===== src/csc_pkg.sv =====
// Shared constants, types and command codes for the crop, scale and circle mask core.
package csc_pkg;

   // Geometry and storage
   localparam int DISPLAY_SIZE = 480;
   localparam int STORE_DEPTH  = 262144;
   localparam int ADDR_W       = $clog2(STORE_DEPTH);

   // Field widths
   localparam int COLOR_W = 16;
   localparam int DISP_W  = 9;
   localparam int SRC_W   = 10;
   localparam int CFG_W   = 11;
   localparam int RAD_W   = 9;
   localparam int CSR_IDX_W = 3;

   // Datapath widths
   localparam int IDX_W  = CFG_W;            // crop row / column index
   localparam int POS_W  = CFG_W + 1;        // signed source offset
   localparam int PROD_W = DISP_W + CFG_W;   // display index times crop size
   localparam int LIN_W  = 2 * IDX_W;        // row * pitch + column
   localparam int HALF   = DISPLAY_SIZE / 2;
   localparam int DD_W   = DISP_W + 2;       // signed distance from display center
   localparam int SUM_W  = 2 * DD_W - 1;     // squared distances and radius

   // Divide by DISPLAY_SIZE through a reciprocal and one correction step
   localparam int RECIP_SHIFT = PROD_W;
   localparam int RECIP       = (1 << RECIP_SHIFT) / DISPLAY_SIZE;
   localparam int RECIP_W     = $clog2(RECIP + 1);
   localparam int T_W         = PROD_W + RECIP_W;
   localparam int Q_W         = PROD_W - $clog2(DISPLAY_SIZE) + 1;

   // Queues
   localparam int QUEUE_DEPTH = 4;
   localparam int QPTR_W      = $clog2(QUEUE_DEPTH);
   localparam int OUT_DEPTH   = 4;
   localparam int OPTR_W      = $clog2(OUT_DEPTH);

   // Request commands
   typedef enum logic [1:0] {
      CMD_LOAD   = 2'd0,
      CMD_RENDER = 2'd1,
      CMD_CLEAR  = 2'd2
   } csc_cmd_type;

   // Register indexes
   typedef enum logic [CSR_IDX_W-1:0] {
      CSR_CROP_LEFT   = 3'd0,
      CSR_CROP_TOP    = 3'd1,
      CSR_CROP_WIDTH  = 3'd2,
      CSR_CROP_HEIGHT = 3'd3,
      CSR_IMAGE_WIDTH = 3'd4,
      CSR_DATA_RIGHT  = 3'd5,
      CSR_DATA_TOP    = 3'd6,
      CSR_MASK_RADIUS = 3'd7
   } csc_csr_type;

   // Configuration registers
   typedef struct packed {
      logic signed [CFG_W-1:0] crop_left;
      logic signed [CFG_W-1:0] crop_top;
      logic        [CFG_W-1:0] crop_width;
      logic        [CFG_W-1:0] crop_height;
      logic        [CFG_W-1:0] image_width;
      logic        [SRC_W-1:0] data_right;
      logic signed [CFG_W-1:0] data_top;
      logic        [RAD_W-1:0] mask_radius;
   } csc_cfg_type;

   // Classified request from the front end to the back end
   typedef struct packed {
      csc_cmd_type         op;
      logic                hit;      // store access takes place
      logic [ADDR_W-1:0]   addr;
      logic [COLOR_W-1:0]  wdata;
      logic [DISP_W-1:0]   out_x;
      logic [DISP_W-1:0]   out_y;
      logic                in_mask;
   } csc_req_type;

endpackage


===== src/csc_queue.sv =====
// Short request queue between the front end and the back end.
module csc_queue (
   input  logic                 clock,
   input  logic                 reset,
   input  logic                 push,
   input  csc_pkg::csc_req_type push_data,
   output logic                 full,
   input  logic                 pop,
   output logic                 empty,
   output csc_pkg::csc_req_type head
);
   import csc_pkg::*;

   csc_req_type       entry_ff [QUEUE_DEPTH];
   logic [QPTR_W-1:0] wr_ptr_in, wr_ptr_ff, rd_ptr_in, rd_ptr_ff;
   logic [QPTR_W:0]   count_in, count_ff;
   logic              do_push, do_pop;

   assign full    = count_ff == (QPTR_W + 1)'(QUEUE_DEPTH);
   assign empty   = count_ff == '0;
   assign head    = entry_ff[rd_ptr_ff];
   assign do_push = push && !full;
   assign do_pop  = pop && !empty;

   // Pointer and fill count update
   always_comb begin
      wr_ptr_in = do_push ? wr_ptr_ff + 1'b1 : wr_ptr_ff;
      rd_ptr_in = do_pop ? rd_ptr_ff + 1'b1 : rd_ptr_ff;
      count_in  = count_ff + (QPTR_W + 1)'(do_push) - (QPTR_W + 1)'(do_pop);
   end

   always_ff @(posedge clock) begin
      if (reset) begin
         wr_ptr_ff <= '0;
         rd_ptr_ff <= '0;
         count_ff  <= '0;
      end else begin
         wr_ptr_ff <= wr_ptr_in;
         rd_ptr_ff <= rd_ptr_in;
         count_ff  <= count_in;
      end
   end

   // Entry storage
   always_ff @(posedge clock) begin
      if (do_push) begin
         entry_ff[wr_ptr_ff] <= push_data;
      end
   end

endmodule


===== config.mk =====
export PLATFORM = sky130hd
export DESIGN_NAME = csc_queue
export DESIGN_NICKNAME = d
export VERILOG_FILES = /design/src/csc_pkg.sv /design/src/csc_queue.sv
export SDC_FILE = /design/constraint.sdc
export NUM_CORES = 1
export LEC_CHECK = 0
export ABC_AREA = 1
export BUFFER_PORTS_ARGS = -buffer_cell sky130_fd_sc_hd__buf_2
export CORE_MARGIN = 2
export CORE_UTILIZATION = 39
export CTS_BUF_LIST = sky130_fd_sc_hd__clkbuf_4 sky130_fd_sc_hd__clkbuf_8
export DETAILED_ROUTE_END_ITERATION = 16
export PLACE_DENSITY = 0.61
export SYNTH_ARGS = -nofsm -noshare
export SYNTH_HDL_FRONTEND = slang
export SYNTH_SLANG_ARGS = --single-unit

===== constraint.sdc =====
create_clock -name clock -period 4.36 [get_ports clock]
set_input_delay 0.436 -clock clock [delete_from_list [all_inputs] [get_ports clock]]
set_output_delay 0.436 -clock clock [all_outputs]
set_load 0.01 [all_outputs]

==> results.sh <==
export IMPL_die_x_um=157
export IMPL_drc=0
export IMPL_p_leak_uw=0.00373
export IMPL_avgSynthCellArea_um2=14.9
export IMPL_rsz0062_at_grt="false"
export IMPL_diodes=0
export IMPL_io_buffer_count=117
export IMPL_final_cells=1083
export IMPL_dp_cells=1016
export IMPL_fmax_mhz=333
export IMPL_grt_max_degree=113
export IMPL_ctsLongestPathBuffers=3
export IMPL_worstMarginPinSlew_ns=1.11
export IMPL_cts_sinks=233
export IMPL_status="complete, no violations"
export IMPL_place_gp_congestion=0.779
export IMPL_slew_headroom_pct=25.6
export IMPL_dpl_hpwl_um=11200
export IMPL_syn_cell_area_mm2=0.00911
export IMPL_grt_pass1_wl_um=30400
export IMPL_hold_path_class="in2reg"
export IMPL_drive_gt1_share_pct=31.4
export IMPL_firstDrtPassIters=4
export IMPL_powerDensity_mw_per_mm2=570
export IMPL_gr_total_overflow=0
export IMPL_vias=5382
export IMPL_crit_path_end_kind="output pin"
export IMPL_initial_core_util_pct=40.0
export IMPL_via_per_inst=4.97
export IMPL_cp_arrival_ns=2.57
export IMPL_route_antenna_remaining_nets=0
export IMPL_yosysWarnings=0
export IMPL_critPathKind="reg2out"
export IMPL_die_y_um=157
export IMPL_reg2reg_slack_ns=1.84
export IMPL_ir_drop_uv=317
export IMPL_drt_wirelength_per_cell_um=17.9
export IMPL_ios=118
export IMPL_synthTopCellsByArea="edfxtp_1 (74%), o21ai_0 (4.5%), nor2_1 (4.1%), o22ai_2 (2.7%), nor2_4 (2.5%)"
export IMPL_cts_tree="done"
export IMPL_cts_resized=0
export IMPL_track_usage_pct=16.0
export IMPL_min_period_over_period_pct=68.9
export IMPL_drtIter0Drc=379
export IMPL_fin_skew_ns=0.0243
export IMPL_clock_root_buffer="clkbuf_8"
export IMPL_drv_cap=0
export IMPL_max_stage_delay_ns=0.74
export IMPL_fp_dieArea_mm2=0.0246
export IMPL_antenna_found_initial=2
export IMPL_synth_cells=611
export IMPL_area_growth_pct=17.3
export IMPL_ys_types=24
export IMPL_fin_nets=812
export IMPL_netlist_top_cell_by_area="edfxtp_1"
export IMPL_postCtsSetupRepairBufs=0
export IMPL_tns_ns=0
export IMPL_setup_viol=0
export IMPL_fin_crit_ns=3.00
export IMPL_synth_seq_cells=233
export IMPL_clock_latency_ns=0.53
export IMPL_placementRows=55
export IMPL_clkTransAtPathRegs_ns=0.05
export IMPL_cts_buffers=40
export IMPL_core_mm2=0.0228
export IMPL_final_util_pct=46.9
export IMPL_slew_viol_final=0
export IMPL_num_fill_cells=2011
export IMPL_syn_num_nets=678
export IMPL_cp_slowest_cell="inv_4"
export IMPL_seq_area_frac_synth_pct=75.8
export IMPL_synth_top_area_share_pct=73.8
export IMPL_crit_required_ns=3.92
export IMPL_htree_levels=2
export IMPL_wirelength_um=19400
export IMPL_crit_chain="inv_4, buf_4, o21ai_0, o22ai_2, buf_2"
export IMPL_first_global_vias=5649
export IMPL_finalHoldViolCount=0
export IMPL_cp_max_fo=85
export IMPL_ctsHoldBuffers=0
export IMPL_start_kind="register"
## placed cells by master (no fill, tap or decap), drive strengths merged, types with 9 or more instances in the layout
cell	count
buf	128
o22ai	56
nand2	12
o21ai	112
dfxtp	9
clkbuf	49
clkinv	14
edfxtp	224
inv	21
nor2	126
## synth_stat cells
library cell  count
a21oi_1           5
inv_2             1
o22ai_2          20
nor2_4           20
o21ai_1          26
buf_8             1
fa_1              1
edfxtp_1        224
inv_4             1
buf_12            3
o21ai_0          82
buf_4             1
inv_1            18
ha_1              6
nor2_2            6
nand3_1           4
buf_6             6
nor2_1          100
nand2_1          12
dfxtp_1           9
o22ai_1          36
buf_2             9
o21ai_2           4
clkbuf_1         16
## flip-flops by register name (all words and copies together) (netlist names), named ones only
| name | flops |
|---|---|
| count_ff | 3 |
| entry_ff | 224 |
| rd_ptr_ff | 2 |
| wr_ptr_ff | 2 |
## metal layers
metal	wire (um)	global-route usage, %	part of all wire, %	up-vias
met4	425	5.20	2.2	4
met1	8410	20.6	43	2643
met2	9370	26.6	48	146
met3	1140	4.21	5.9	47
met5	23	0	0.12	-
li1	-	-	-	2542
## kinds of logic (layout without fill, tap and decap cells)
group	count (synthesis)	count (layout)	synth area share, %
compound gates	173	173	11.8
flops	233	233	75.8
simple gates	142	142	7.72
fa+ha+maj	7	7	1.04
buf+inv	56	215	3.65
## cell type report
cell class | instances | area, um^2 | share of cell area (%)
repair buffers | 128 | 681 | 6.36
clock inverters | 18 | 110 | 1.03
clock buffers | 49 | 618 | 5.78
well taps | 313 | 392 | 3.66
multi-input cells | 322 | 1900 | 17.8
inverters | 20 | 77.6 | 0.725
flip-flops and latches | 233 | 6910 | 64.6
## metrics by stage
step                hold slack [ns]  setup slack, ns  total power [uW]  instance area (um^2)
floorplan                     0.448            0.889              3840                  9110
global placement              0.463             1.87              4300                  9970
detailed placement            0.477             1.80              4350                  9970
CTS                          0.0867             1.33              6180                 10700
global route                 0.0874             1.20              6420                 10700
finish                        0.117             1.36              6100                 10700
## path summary, 6_finish.rpt
kind                                                start                         to  cells after the start
worst max-delay path                             register                    head[1]                      5
worst min-delay path                                reset     count_ff[1]$_SDFF_PP0_                      2
worst max register to register     count_ff[1]$_SDFF_PP0_  entry_ff[3][13]$_DFFE_PP_                      5
worst min register to register  rd_ptr_ff[0]$_SDFFE_PP0P_                   register                      2
## power breakdown
| part | leakage (uW) | switching [uW] | internal, uW | total, uW |
|---|---|---|---|---|
| registers | 0.00213 | 64.7 | 2730 | 2790 |
| logic | 0.00123 | 999 | 488 | 1490 |
| clock network | 0.000377 | 824 | 990 | 1810 |
## worst max-delay path, delay by kind of cell, from the launching register on
family                 cells  cell delay (ns)
buffers and inverters      3             1.32
DFF                        1             0.35
AOI/OAI and AO/OA          2             0.31
Power figures use the tool's default switching activity.
