## src/csc_pkg.sv

```systemverilog
// Shared constants, types and command codes for the crop, scale and circle mask core.
package csc_pkg;

   // Geometry and storage
   localparam int DISPLAY_SIZE = 480;
   localparam int STORE_DEPTH  = 262144;
   localparam int ADDR_W       = $clog2(STORE_DEPTH);

   // Field widths
   localparam int COLOR_W = 16;
   localparam int DISP_W  = 9;
   localparam int SRC_W   = 10;
   localparam int CFG_W   = 11;
   localparam int RAD_W   = 9;
   localparam int CSR_IDX_W = 3;

   // Datapath widths
   localparam int IDX_W  = CFG_W;            // crop row / column index
   localparam int POS_W  = CFG_W + 1;        // signed source offset
   localparam int PROD_W = DISP_W + CFG_W;   // display index times crop size
   localparam int LIN_W  = 2 * IDX_W;        // row * pitch + column
   localparam int HALF   = DISPLAY_SIZE / 2;
   localparam int DD_W   = DISP_W + 2;       // signed distance from display center
   localparam int SUM_W  = 2 * DD_W - 1;     // squared distances and radius

   // Divide by DISPLAY_SIZE through a reciprocal and one correction step
   localparam int RECIP_SHIFT = PROD_W;
   localparam int RECIP       = (1 << RECIP_SHIFT) / DISPLAY_SIZE;
   localparam int RECIP_W     = $clog2(RECIP + 1);
   localparam int T_W         = PROD_W + RECIP_W;
   localparam int Q_W         = PROD_W - $clog2(DISPLAY_SIZE) + 1;

   // Queues
   localparam int QUEUE_DEPTH = 4;
   localparam int QPTR_W      = $clog2(QUEUE_DEPTH);
   localparam int OUT_DEPTH   = 4;
   localparam int OPTR_W      = $clog2(OUT_DEPTH);

   // Request commands
   typedef enum logic [1:0] {
      CMD_LOAD   = 2'd0,
      CMD_RENDER = 2'd1,
      CMD_CLEAR  = 2'd2
   } csc_cmd_type;

   // Register indexes
   typedef enum logic [CSR_IDX_W-1:0] {
      CSR_CROP_LEFT   = 3'd0,
      CSR_CROP_TOP    = 3'd1,
      CSR_CROP_WIDTH  = 3'd2,
      CSR_CROP_HEIGHT = 3'd3,
      CSR_IMAGE_WIDTH = 3'd4,
      CSR_DATA_RIGHT  = 3'd5,
      CSR_DATA_TOP    = 3'd6,
      CSR_MASK_RADIUS = 3'd7
   } csc_csr_type;

   // Configuration registers
   typedef struct packed {
      logic signed [CFG_W-1:0] crop_left;
      logic signed [CFG_W-1:0] crop_top;
      logic        [CFG_W-1:0] crop_width;
      logic        [CFG_W-1:0] crop_height;
      logic        [CFG_W-1:0] image_width;
      logic        [SRC_W-1:0] data_right;
      logic signed [CFG_W-1:0] data_top;
      logic        [RAD_W-1:0] mask_radius;
   } csc_cfg_type;

   // Classified request from the front end to the back end
   typedef struct packed {
      csc_cmd_type         op;
      logic                hit;      // store access takes place
      logic [ADDR_W-1:0]   addr;
      logic [COLOR_W-1:0]  wdata;
      logic [DISP_W-1:0]   out_x;
      logic [DISP_W-1:0]   out_y;
      logic                in_mask;
   } csc_req_type;

endpackage

```

## src/csc_front.sv

```systemverilog
// Front end: classifies requests, maps display pixels to crop addresses, evaluates the mask.
module csc_front (
   input  logic                         clock,
   input  logic                         reset,
   input  csc_pkg::csc_cfg_type         cfg,
   input  logic                         in_valid,
   input  logic [1:0]                   in_command,
   input  logic [csc_pkg::SRC_W-1:0]    in_src_x,
   input  logic [csc_pkg::SRC_W-1:0]    in_src_y,
   input  logic [csc_pkg::COLOR_W-1:0]  in_src_color,
   input  logic [csc_pkg::DISP_W-1:0]   in_disp_x,
   input  logic [csc_pkg::DISP_W-1:0]   in_disp_y,
   output logic                         stall,
   input  logic                         q_full,
   output logic                         q_push,
   output csc_pkg::csc_req_type         q_data
);
   import csc_pkg::*;

   // Fields every stage carries along
   typedef struct packed {
      logic               valid;
      logic               keep;
      csc_cmd_type        op;
      logic [COLOR_W-1:0] wd;
      logic [DISP_W-1:0]  dx;
      logic [DISP_W-1:0]  dy;
   } carry_type;

   carry_type c1_in, c1_ff, c2_in, c2_ff, c3_in, c3_ff;
   carry_type c4_in, c4_ff, c5_in, c5_ff, c6_in, c6_ff;

   logic adv;

   // Stage 1: source offsets, window test, display distances, index products
   logic signed [POS_W-1:0]  row, col;
   logic                     win, have;
   logic [IDX_W-1:0]         ly1_in, ly1_ff, lx1_in, lx1_ff;
   logic signed [DD_W-1:0]   ddx1_in, ddx1_ff, ddy1_in, ddy1_ff;
   logic [PROD_W-1:0]        py1_in, py1_ff, px1_in, px1_ff;

   always_comb begin
      row = $signed(POS_W'(in_src_y)) - $signed({cfg.crop_top[CFG_W-1], cfg.crop_top});
      col = $signed(POS_W'(in_src_x)) - $signed({cfg.crop_left[CFG_W-1], cfg.crop_left});
      win = !row[POS_W-1] && (row[CFG_W-1:0] < cfg.crop_height) &&
            !col[POS_W-1] && (col[CFG_W-1:0] < cfg.crop_width);
      have = (CFG_W'(in_src_x) < cfg.image_width) && (in_src_x <= cfg.data_right) &&
             ($signed(POS_W'(in_src_y)) >= $signed({cfg.data_top[CFG_W-1], cfg.data_top}));

      c1_in.valid = in_valid;
      c1_in.op    = csc_cmd_type'(in_command);
      c1_in.wd    = have ? in_src_color : '0;
      c1_in.dx    = in_disp_x;
      c1_in.dy    = in_disp_y;
      case (csc_cmd_type'(in_command))
         CMD_LOAD:   c1_in.keep = win;
         CMD_RENDER: c1_in.keep = 1'b1;
         CMD_CLEAR:  c1_in.keep = 1'b1;
         default:    c1_in.keep = 1'b0;
      endcase

      ly1_in  = row[IDX_W-1:0];
      lx1_in  = col[IDX_W-1:0];
      ddx1_in = $signed(DD_W'(in_disp_x)) - $signed(DD_W'(HALF));
      ddy1_in = $signed(DD_W'(in_disp_y)) - $signed(DD_W'(HALF));
      py1_in  = PROD_W'(in_disp_y) * PROD_W'(cfg.crop_height);
      px1_in  = PROD_W'(in_disp_x) * PROD_W'(cfg.crop_width);
   end

   // Stage 2: reciprocal products and squared distances
   logic signed [SUM_W-1:0] ex_x, ex_y;
   logic [IDX_W-1:0]        ly2_in, ly2_ff, lx2_in, lx2_ff;
   logic [PROD_W-1:0]       py2_in, py2_ff, px2_in, px2_ff;
   logic [T_W-1:0]          ty2_in, ty2_ff, tx2_in, tx2_ff;
   logic [SUM_W-1:0]        sqx2_in, sqx2_ff, sqy2_in, sqy2_ff, rr2_in, rr2_ff;

   always_comb begin
      c2_in   = c1_ff;
      ly2_in  = ly1_ff;
      lx2_in  = lx1_ff;
      py2_in  = py1_ff;
      px2_in  = px1_ff;
      ty2_in  = T_W'(py1_ff) * T_W'(RECIP);
      tx2_in  = T_W'(px1_ff) * T_W'(RECIP);
      ex_x    = SUM_W'(ddx1_ff);
      ex_y    = SUM_W'(ddy1_ff);
      sqx2_in = ex_x * ex_x;
      sqy2_in = ex_y * ex_y;
      rr2_in  = SUM_W'(cfg.mask_radius) * SUM_W'(cfg.mask_radius);
   end

   // Stage 3: quotient estimate and remainder, mask compare
   logic [Q_W-1:0]    qy0, qx0;
   logic [IDX_W-1:0]  ly3_in, ly3_ff, lx3_in, lx3_ff;
   logic [Q_W-1:0]    qy3_in, qy3_ff, qx3_in, qx3_ff;
   logic [PROD_W-1:0] remy3_in, remy3_ff, remx3_in, remx3_ff;
   logic              inside3_in, inside3_ff;

   always_comb begin
      c3_in      = c2_ff;
      ly3_in     = ly2_ff;
      lx3_in     = lx2_ff;
      qy0        = Q_W'(ty2_ff >> RECIP_SHIFT);
      qx0        = Q_W'(tx2_ff >> RECIP_SHIFT);
      qy3_in     = qy0;
      qx3_in     = qx0;
      remy3_in   = py2_ff - PROD_W'(qy0 * DISPLAY_SIZE);
      remx3_in   = px2_ff - PROD_W'(qx0 * DISPLAY_SIZE);
      inside3_in = (sqx2_ff + sqy2_ff) <= rr2_ff;
   end

   // Stage 4: quotient correction and clamp to the last crop row / column
   logic [Q_W-1:0]   qy, qx;
   logic [IDX_W-1:0] my, mx;
   logic [IDX_W-1:0] y4_in, y4_ff, x4_in, x4_ff;
   logic             inside4_in, inside4_ff;

   always_comb begin
      c4_in = c3_ff;
      qy = qy3_ff + Q_W'(remy3_ff >= PROD_W'(DISPLAY_SIZE));
      qx = qx3_ff + Q_W'(remx3_ff >= PROD_W'(DISPLAY_SIZE));
      my = (int'(qy) >= int'(cfg.crop_height)) ? IDX_W'(cfg.crop_height - 1'b1)
                                               : IDX_W'(qy);
      mx = (int'(qx) >= int'(cfg.crop_width)) ? IDX_W'(cfg.crop_width - 1'b1)
                                              : IDX_W'(qx);
      y4_in = (c3_ff.op == CMD_LOAD) ? ly3_ff : my;
      x4_in = (c3_ff.op == CMD_LOAD) ? lx3_ff : mx;
      inside4_in = inside3_ff;
   end

   // Stage 5: row times pitch
   logic [LIN_W-1:0] prod5_in, prod5_ff;
   logic [IDX_W-1:0] x5_in, x5_ff;
   logic             inside5_in, inside5_ff;

   always_comb begin
      c5_in      = c4_ff;
      prod5_in   = LIN_W'(y4_ff) * LIN_W'(cfg.crop_width);
      x5_in      = x4_ff;
      inside5_in = inside4_ff;
   end

   // Stage 6: linear address, depth check, final classification
   logic [LIN_W-1:0]  lin;
   logic              inr, nonempty;
   logic [ADDR_W-1:0] addr6_in, addr6_ff;
   logic              hit6_in, hit6_ff, inside6_in, inside6_ff;

   always_comb begin
      lin      = prod5_ff + LIN_W'(x5_ff);
      inr      = int'(lin) < STORE_DEPTH;
      nonempty = (cfg.crop_width != '0) && (cfg.crop_height != '0);
      c6_in      = c5_ff;
      c6_in.keep = c5_ff.keep && ((c5_ff.op != CMD_LOAD) || inr);
      addr6_in   = lin[ADDR_W-1:0];
      hit6_in    = (c5_ff.op == CMD_RENDER) ? (inside5_ff && nonempty && inr) : 1'b1;
      inside6_in = inside5_ff;
   end

   // Pipeline control: the whole pipe holds while the last stage waits on the queue
   assign stall  = c6_ff.valid && c6_ff.keep && q_full;
   assign adv    = !stall;
   assign q_push = c6_ff.valid && c6_ff.keep && !q_full;

   always_comb begin
      q_data.op      = c6_ff.op;
      q_data.hit     = hit6_ff;
      q_data.addr    = addr6_ff;
      q_data.wdata   = c6_ff.wd;
      q_data.out_x   = c6_ff.dx;
      q_data.out_y   = c6_ff.dy;
      q_data.in_mask = inside6_ff;
   end

   // Stage registers with valid flags
   always_ff @(posedge clock) begin
      if (reset) begin
         c1_ff.valid <= 1'b0;
         c2_ff.valid <= 1'b0;
         c3_ff.valid <= 1'b0;
         c4_ff.valid <= 1'b0;
         c5_ff.valid <= 1'b0;
         c6_ff.valid <= 1'b0;
      end else if (adv) begin
         c1_ff <= c1_in;
         c2_ff <= c2_in;
         c3_ff <= c3_in;
         c4_ff <= c4_in;
         c5_ff <= c5_in;
         c6_ff <= c6_in;
      end
   end

   // Stage payload
   always_ff @(posedge clock) begin
      if (adv) begin
         ly1_ff     <= ly1_in;
         lx1_ff     <= lx1_in;
         ddx1_ff    <= ddx1_in;
         ddy1_ff    <= ddy1_in;
         py1_ff     <= py1_in;
         px1_ff     <= px1_in;
         ly2_ff     <= ly2_in;
         lx2_ff     <= lx2_in;
         py2_ff     <= py2_in;
         px2_ff     <= px2_in;
         ty2_ff     <= ty2_in;
         tx2_ff     <= tx2_in;
         sqx2_ff    <= sqx2_in;
         sqy2_ff    <= sqy2_in;
         rr2_ff     <= rr2_in;
         ly3_ff     <= ly3_in;
         lx3_ff     <= lx3_in;
         qy3_ff     <= qy3_in;
         qx3_ff     <= qx3_in;
         remy3_ff   <= remy3_in;
         remx3_ff   <= remx3_in;
         inside3_ff <= inside3_in;
         y4_ff      <= y4_in;
         x4_ff      <= x4_in;
         inside4_ff <= inside4_in;
         prod5_ff   <= prod5_in;
         x5_ff      <= x5_in;
         inside5_ff <= inside5_in;
         addr6_ff   <= addr6_in;
         hit6_ff    <= hit6_in;
         inside6_ff <= inside6_in;
      end
   end

endmodule

```

## config.mk

```make
export PLATFORM = sky130hd
export DESIGN_NAME = csc_front
export DESIGN_NICKNAME = d
export VERILOG_FILES = /design/src/csc_pkg.sv /design/src/csc_front.sv
export SDC_FILE = /design/constraint.sdc
export NUM_CORES = 2
export LEC_CHECK = 0
export BUFFER_PORTS_ARGS = -buffer_cell sky130_fd_sc_hd__clkbuf_2
export CORE_MARGIN = 2
export CORE_UTILIZATION = 34
export DETAILED_ROUTE_END_ITERATION = 16
export MAX_ROUTING_LAYER = met4
export PLACE_DENSITY_LB_ADDON = 0.08
export SETUP_SLACK_MARGIN = 0.05
export SLEW_MARGIN = 20
export SYNTH_ARGS = -nofsm -noshare
export SYNTH_HDL_FRONTEND = slang
export SYNTH_SLANG_ARGS = --single-unit
```

## constraint.sdc

```tcl
create_clock -name clock -period 28.3 [get_ports clock]
set_input_delay 0 -clock clock [delete_from_list [all_inputs] [get_ports clock]]
set_output_delay 0 -clock clock [all_outputs]
set_load 0.005 [all_outputs]
```

==> impl_metrics.yaml <==
timing:
  fin_setup_tns_ns: 0
  grt_setup_unrepaired: "false"
  hold_violations: 0
  drv_slew: 0
  setup_viol: 0
  maxSlewHeadroom: 0.329
  period_share: 0.209
  fin_crit_ns: 5.91
  max_freq_mhz: 169
  worstMarginPinSlew_ns: 1.01
  finClkSkew_ns: 0.0385
layout:
  area_delta_synth_final_pct: 13.1
  layout.nets: 6054
  instances_no_fill: 6809
  register_area_um2: 17800
  final_util: 0.388
  multi_input_area_um2: 28000
  fillers: 14500
  drive_gt1_frac: 0.0726
grt:
  antenna_found_initial: 8
  first_global_vias: 33100
  track_usage: 0.157
  grt_pass1_wl_um: 181000
  grt-ovfl-total: 0
  grt_max_degree: 151
floorplan:
  dieWidth_um: 387
  row_count: 140
  die_area_um2: 150000
  ios: 203
  core_um2: 146000
  start_util: 0.343
  fp.dieH_um: 387
yosys:
  synthTopCellsByCount: "inv_1 (932), ha_1 (611), edfxtp_1 (589), fa_1 (469), nand2_1 (312)"
  synth_edf_count: 589
  synth_ff_type: "edfxtp_1"
  synth-seq-cells: 595
  synth_most_common_cell: "inv_1"
  synth_cells: 4572
  synth.top_cell.area_share: 0.354
  yosys.area.top_type: "edfxtp_1"
  synth_area_leaders: "edfxtp_1 (35%), fa_1 (19%), ha_1 (15%)"
  synthesis.yosys.warnings: 0
  syn_area_um2: 49900
  ys_seq_area_frac: 0.357
  avgSynthCellArea_um2: 10.9
  async_flop_share: 0
  syn_nets: 5797
  ys_types: 75
route:
  drt_iter0_drc: 1373
  first_pass_iters: 6
  remaining_drc_errors: 0
  vias: 31300
  routed_wl_um: 111000
  viasPerCell: 4.60
  wl_per_cell_um: 16.3
  drtAntennaViolNets: 0
clocking:
  cts_tree: "built"
  clock_latency_ns: 0.69
  root_buffer: "clkbuf_16"
  htree_num_levels: 3
  clock_path_buffers: 3
  post_cts_buffers: 0
  cts_resized: 0
  cts_sinks: 595
  cts.clk_slew.worst_paths_ns: 0.06
  cts_buffers: 77
setup_path:
  r2r_slack_ns: 22.39
  cp-start-kind: "register"
  end_kind: "register"
  worst_r2r_endpoint: "sqx2_ff[19]"
  crit_type: "reg -> reg"
  critPathRequiredTime_ns: 28.71
  reg2regPathDepth: 18
  reg2reg_from: "ddx1_ff[3]"
  cp-startpoint: "ddx1_ff[3]"
  cp.arrival_ns: 6.33
  critPathMaxFanout: 14
placement:
  port_buffers: 202
  dp_hpwl_um: 85500
  gp_congestion: 0.776
  dp.cells: 6564
min_path:
  hold_class: "in -> reg"
  hold_start: "cfg[76]"
  holdPathStages: 7
  hold-path-endpoint: "lx1_ff[3]"
outcome:
  status: "complete, no violations"
job:
  max_cap_violations: 0
[critical path, cell delays in order, from the launching register on]
cell and delay (ns):
edfxtp_1 0.62, and2_1 0.26, fa_1 0.71, inv_1 0.15
fa_1 0.56, inv_1 0.05, fa_1 0.47, fa_1 0.54
inv_1 0.05, fa_1 0.53, inv_1 0.04, ha_1 0.33
and2_1 0.20, a22o_1 0.21, a311oi_1 0.25, nor3_1 0.14
a211o_1 0.28, a21oi_1 0.19, xnor2_1 0.08
[cell usage in the layout, fill, tap and decap left out, types with 60 or more instances in the layout]
cell           instances
a21oi_1              153
and2_1               230
clkbuf_16             77
clkbuf_2             202
dlygate4sd3_1        103
edfxtp_1             589
fa_1                 469
ha_1                 611
inv_1                932
nand2_1              312
nor2_1               187
nor3_1                66
o21ai_0              101
xnor2_1              203
xor2_1                60
[metrics by stage]
stage / setup slack (ns) / hold slack, ns / instance area (um^2)
floorplan: 5.61 / 0.0311 / 49900
global placement: 22.37 / 0.216 / 52800
finish: 22.39 / 0.0642 / 56500
global route: 22.03 / 0.0846 / 56500
detailed placement: 22.37 / 0.223 / 52800
CTS: 22.37 / 0.0107 / 56500
[per-layer routing]
layer	vias to the layer above	track usage	share of wire	wire, um
li1	15500	-	-	-
met1	15300	0.215	0.49	54100
met2	386	0.246	0.46	50900
met3	116	0.0235	0.038	4190
met4	0	0.0349	0.018	2040
met5	-	-	0	0
[flip-flops by register name, indices dropped and copies added, names as in the netlist, 17 cells and up]
register,flops
c2_ff,38
sqy2_ff,19
c5_ff,38
c1_ff,38
c4_ff,38
prod5_ff,22
rr2_ff,17
c3_ff,38
py1_ff,20
sqx2_ff,19
addr6_ff,18
q_data,36
px1_ff,20
[cell type report]
| class | instances | area share |
|---|---|---|
| clock buffer | 90 | 0.0350 |
| timing repair buffer | 315 | 0.0379 |
| multi-input combinational | 2905 | 0.496 |
| clock inverter | 50 | 0.0117 |
| inverter | 935 | 0.0621 |
| tap | 1917 | 0.0425 |
| antenna | 2 | 0.0000886 |
| sequential | 595 | 0.315 |
[kinds of logic after synthesis]
group                    count (synthesis)  share of synthesized area
AO/OA/AOI/OAI                          519                     0.0688
XOR/XNOR                               263                     0.0461
adder cells (fa/ha/maj)               1080                      0.341
buffers and inverters                 1072                     0.0835
flip-flops                             595                      0.357
multiplexers                             5                    0.00103
AND/OR/NAND/NOR                       1038                      0.103
[worst max-delay path by stage]
stage	to	cells past startpoint
final	sqx2_ff[19]	18
after global routing	sqx2_ff[17]	18
after CTS	sqx2_ff[19]	18
after detailed placement	sqx2_ff[19]	18
after global placement	sqx2_ff[19]	18
after floorplan	c1_ff[0]	3
[timing repair]
| item | 4_1_cts | 5_1_grt |
|---|---|---|
| setup endpoints to repair | 0 | 0 |
| hold endpoints to repair | 99 | 0 |
| hold buffers | 103 | 0 |
Power is left out: the tool's default activity adds up to more than one toggle a clock period on the data nets, which glitch-free logic cannot reach.
